File: config.mk
export PLATFORM = sky130hd
export DESIGN_NAME = fcpu_ctrl
export DESIGN_NICKNAME = d
export VERILOG_FILES = /design/src/hw/rtl/fcpu_pkg.sv /design/src/hw/rtl/fcpu_ctrl.sv
export SDC_FILE = /design/constraint.sdc
export NUM_CORES = 1
export LEC_CHECK = 0
export BUFFER_PORTS_ARGS = -buffer_cell sky130_fd_sc_hd__buf_2
export CORE_AREA = 2 2 39 41
export DETAILED_ROUTE_END_ITERATION = 7
export DIE_AREA = 0 0 41 43
export PLACE_DENSITY = 0.44
export SLEW_MARGIN = 40
export SYNTH_ARGS = -nofsm -noshare
export SYNTH_HDL_FRONTEND = slang
export SYNTH_SLANG_ARGS = --single-unit
File: constraint.sdc
create_clock -name clk -period 1.2 [get_ports clk]
set_input_delay 0.12 -clock clk [delete_from_list [all_inputs] [get_ports clk]]
set_output_delay 0.12 -clock clk [all_outputs]
set_load 0.02 [all_outputs]
File: src/hw/rtl/fcpu_pkg.sv
`timescale 1ns / 1ps
`default_nettype none
package fcpu_pkg;

  localparam int QuarterN = 256;
  localparam int FullTurn = 46080;
  localparam int QuarterTurn = 11520;
  localparam logic [20:0] StepReset = 21'd19661;

  typedef enum logic [3:0] {
    ST_IDLE,
    ST_ANGLE,
    ST_LOOKUP,
    ST_MUL_A,
    ST_MUL_B,
    ST_MOVE_FB,
    ST_MOVE_LR,
    ST_ROT,
    ST_OUT
  } fcpu_state_t;

  typedef struct packed {
    logic load;
    logic angle;
    logic lookup;
    logic mul_a;
    logic mul_b;
    logic move_fb;
    logic move_lr;
    logic rot;
    logic clear_dirty;
  } fcpu_status_unused_t;

  typedef struct packed {
    logic load;
    logic angle;
    logic lookup;
    logic mul_a;
    logic mul_b;
    logic move_fb;
    logic move_lr;
    logic rot;
    logic clear_dirty;
  } fcpu_cmd_t;

  typedef struct packed {
    logic dirty;
  } fcpu_status_t;

  typedef logic [14:0] qsine_tab_t [QuarterN + 1];

  // Quarter-wave sine, Q1.14, 257 entries; Taylor series in Q30 from a Q30 pi
  function automatic qsine_tab_t build_qsine();
    qsine_tab_t t;
    longint unsigned x, x2, term;
    longint sum;
    for (int i = 0; i <= QuarterN; i++) begin
      x = (64'd3373259426 * 64'(i)) / 64'd512;
      x2 = (x * x) >> 30;
      term = x;
      sum = longint'(x);
      for (int k = 1; k <= 12; k++) begin
        term = ((term * x2) >> 30) / 64'((2 * k) * (2 * k + 1));
        if (k % 2 == 1) sum -= longint'(term);
        else sum += longint'(term);
      end
      if (sum < 0) sum = 0;
      t[i] = 15'((sum + 64'sd32768) >>> 16);
    end
    return t;
  endfunction

  localparam qsine_tab_t QSine = build_qsine();

  function automatic logic signed [15:0] sine_at(input logic [9:0] idx);
    logic [1:0] q;
    logic [7:0] r;
    logic [14:0] m;
    q = idx[9:8];
    r = idx[7:0];
    if (q[0]) m = QSine[9'(QuarterN) - {1'b0, r}];
    else m = QSine[{1'b0, r}];
    if (q[1]) return -$signed({1'b0, m});
    return $signed({1'b0, m});
  endfunction

  function automatic logic signed [31:0] sat32(input logic signed [33:0] v);
    if (v > 34'sd2147483647) return 32'sh7fffffff;
    if (v < -34'sd2147483648) return 32'sh80000000;
    return v[31:0];
  endfunction

  function automatic logic signed [47:0] rshift(input logic signed [55:0] v,
                                                input logic [4:0] s);
    logic [55:0] a;
    logic [55:0] half;
    half = 56'd1 << (s - 5'd1);
    if (!v[55]) begin
      a = (v + half) >> s;
    end else begin
      a = -v;
      a = (a + half) >> s;
      a = -a;
    end
    return a[47:0];
  endfunction

endpackage
`default_nettype wire

File: src/hw/rtl/fcpu_ctrl.sv
`timescale 1ns / 1ps
`default_nettype none
module fcpu_ctrl
  import fcpu_pkg::*;
(
  input  wire logic         clk,
  input  wire logic         rst,
  input  wire logic         in_fire,
  input  wire logic         out_free,
  input  wire fcpu_status_t status,
  output fcpu_cmd_t         cmd,
  output logic              busy,
  output logic              out_load
);

  fcpu_state_t state, state_next;

  always_ff @(posedge clk) begin
    if (rst) state <= ST_IDLE;
    else state <= state_next;
  end

  always_comb begin
    state_next = state;
    case (state)
      ST_IDLE:    if (in_fire) state_next = ST_ANGLE;
      ST_ANGLE:   state_next = ST_LOOKUP;
      ST_LOOKUP:  state_next = ST_MUL_A;
      ST_MUL_A:   state_next = ST_MUL_B;
      ST_MUL_B:   state_next = ST_MOVE_FB;
      ST_MOVE_FB: state_next = ST_MOVE_LR;
      ST_MOVE_LR: state_next = ST_ROT;
      ST_ROT:     state_next = status.dirty ? ST_OUT : ST_IDLE;
      ST_OUT:     if (out_free) state_next = ST_IDLE;
      default:    state_next = ST_IDLE;
    endcase
  end

  always_comb begin
    cmd = '0;
    busy = 1'b1;
    out_load = 1'b0;
    case (state)
      ST_IDLE: begin
        busy = 1'b0;
        cmd.load = in_fire;
      end
      ST_ANGLE:   cmd.angle = 1'b1;
      ST_LOOKUP:  cmd.lookup = 1'b1;
      ST_MUL_A:   cmd.mul_a = 1'b1;
      ST_MUL_B:   cmd.mul_b = 1'b1;
      ST_MOVE_FB: cmd.move_fb = 1'b1;
      ST_MOVE_LR: cmd.move_lr = 1'b1;
      ST_ROT:     cmd.rot = 1'b1;
      ST_OUT: begin
        out_load = out_free;
        cmd.clear_dirty = out_free;
      end
      default: busy = 1'b1;
    endcase
  end

endmodule
`default_nettype wire

==> results_dict.tcl <==
set metrics [dict create \
    h-tree-depth 1 \
    synth_top_area_share 0.283 \
    insertion_delay_ns 0.24 \
    synth_cells 37 \
    fillers 149 \
    ios 16 \
    synth_edf_count 0 \
    grt_overflow 0 \
    layout-drive-gt1-share 0.800 \
    initial_core_util 0.204 \
    multiInputGateArea_sq_um 239 \
    synth_seq_cells 4 \
    period_share 1.18 \
    grt_max_degree 10 \
    core_area_sq_mm 0.00138 \
    post_drt_wl_per_cell_um 10.2 \
    maxSlewViolCount 0 \
    design_area_sq_um 636 \
    synth_largest_area_cell "dfxtp_1" \
    grt_pass1_vias 331 \
    gp_congestion 0.681 \
    nNetsFinal 72 \
    fp-row-count 14 \
    p_leak_nw 0.290 \
    ys.warnings.count 0 \
    largest_reg_flops 4 \
    rsz0062_at_grt "yes" \
    die_y_um 43 \
    seqCellArea_sq_um 85.1 \
    hold_path.class "in -> reg" \
    outcome "finished with violations" \
    cts_hold_buffers 0 \
    io_buffers 15 \
    synthesis.area_sq_um 283 \
    yosysSeqAreaShare 0.283 \
    antenna_found_initial 0 \
    stdcell_count 81 \
    placed_area_sq_um 432 \
    ir_worst_vdd_mv 0.392 \
    fin_worst_skew_ns 0.00697 \
    violations "negative setup slack" \
    hold_viol_final 0 \
    synth_flop_cell "dfxtp_1" \
    grt_pass1_wl_mm 1.22 \
    criticalPathCategory "reg -> out" \
    clock-sinks 4 \
    synthesis.nets 42 \
    synth-async-reset-ratio 0 \
    required_ns 1.08 \
    clock.fmax_mhz 706 \
    power_density_mw_per_mm2 1060 \
    drtIter0Drc 2 \
    first_pass_iters 4 \
    reg_top3 "state: 4 flops" \
    cts_tree "done" \
    dp_cells 72 \
    root_buffer "clkbuf_4" \
    ys_types 22 \
    fin_ws_ns -0.216 \
    tritoncts.num_buffers 3 \
    via_per_inst 4.35 \
    worst_slew_pin_slew_ns 0.209 \
    final-setup-viol-count 10 \
    diodes 0 \
    clockBufferDepth 2 \
    arrival_ns 1.30 \
    cp-end-kind "output port" \
    regMostFlops "state" \
    dieWidth_um 41 \
    finalCriticalPeriod_ns 1.42 \
    relSlewSlack 0.859 \
    grt_use_total 0.109 \
    ant_nets 0 \
    cp-start-kind "flip-flop" \
    path_max_fanout 2 \
    syn_to_final_growth_pct 125 \
    synth_area_leaders "dfxtp_1 (28%), nor3_1 (8.8%), nor2_1 (5.3%), nand2b_1 (4.4%), buf_6 (4.0%)" \
    drc 0 \
    avgSynthCellArea_sq_um 7.64 \
    postRouteWirelength_um 826 \
    dieArea_sq_mm 0.00176 \
    clk_pin_slew_worst_paths_ns 0.03 \
    max_cap_violations 0 \
    dp_hpwl_um 531 \
    vias 352 \
]
critical path: stages, from the launching register on:
cell	delay [ns]
dfxtp_2	0.31
or4_4	0.54
nor2_4	0.09
buf_6	0.11
power by group:
part           internal (mW)  switching, mW
Sequential             0.150         0.0110
Clock                  0.112         0.0561
Combinational          0.189          0.159
path summary, 6_finish.rpt:
check | to | from | slack [ns] | depth (start not counted)
max | cmd[8] | state[0] | -0.22 | 3
min | state[0] | in_fire | 0.11 | 2
max reg2reg | state[0] | state[0] | -0.01 | 4
min reg2reg | state[1] | state[3] | 0.66 | 3
final cells by class:
cell class | count | share of cell area
clock buffer | 3 | 0.0354
multi-input combinational | 26 | 0.376
timing repair buffer | 29 | 0.406
sequential | 4 | 0.134
tap | 16 | 0.0315
inverter | 3 | 0.0177
cell families (layout without fill, tap and decap cells):
group	count (synthesis)	count (layout)	synth area share
compound gates	4	4	0.111
simple gates	21	21	0.434
xor+xnor	1	1	0.0310
flops	4	4	0.283
buf+inv	7	35	0.142
repair_timing:
action,4_1_cts,5_1_grt
cloned,0,0
pin swaps,6,4
endpoints found under the setup margin,11,13
setup buffers,5,1
resized for setup,27,11
cell usage in the layout, fill, tap and decap left out:
master	instances
buf_4	11
xnor2_1	1
nor3_2	3
nand2_2	1
nand4b_1	1
dfxtp_2	4
nor2_1	2
inv_1	3
buf_6	12
nor3_4	1
clkbuf_4	3
a21bo_2	1
nor3_1	1
nand2_1	1
buf_2	5
buf_8	1
or3_4	1
o21a_1	1
or2b_1	1
or2_2	1
or3b_2	1
nand3b_1	1
nand2b_4	2
or4_4	1
nor2_4	3
a21oi_1	1
o32ai_2	1
metrics by stage:
step | TNS [ns] | setup WS, ns | power (mW) | util | hold slack [ns]
detailed placement | -0.0165 | -0.0165 | 0.393 | 0.312 | 0.354
global route | -1.70 | -0.259 | 0.715 | 0.459 | 0.114
finish | -1.13 | -0.216 | 0.676 | 0.459 | 0.115
floorplan | -0.115 | -0.0586 | 0.327 | - | 0.235
CTS | -1.27 | -0.229 | 0.644 | 0.418 | 0.104
global placement | -0.0106 | -0.0106 | 0.396 | 0.312 | 0.356
routing by layer:
| metal | part of all wire | GRT usage | wire length [um] | up-vias |
|---|---|---|---|---|
| met5 | 0 | 0 | 0 | - |
| met4 | 0 | 0.120 | 0 | 0 |
| met3 | 0.062 | 0.0314 | 51 | 0 |
| met2 | 0.55 | 0.169 | 452 | 14 |
| met1 | 0.39 | 0.0997 | 323 | 158 |
| li1 | - | - | - | 180 |
Yosys cell counts (2+ instances only):
cell and n:
buf_2 2, dfxtp_1 4, inv_1 3, nand2_1 2
nand2b_1 2, nor2_1 4, nor3_1 5
Note: power is estimated with default switching activity, not from simulation.
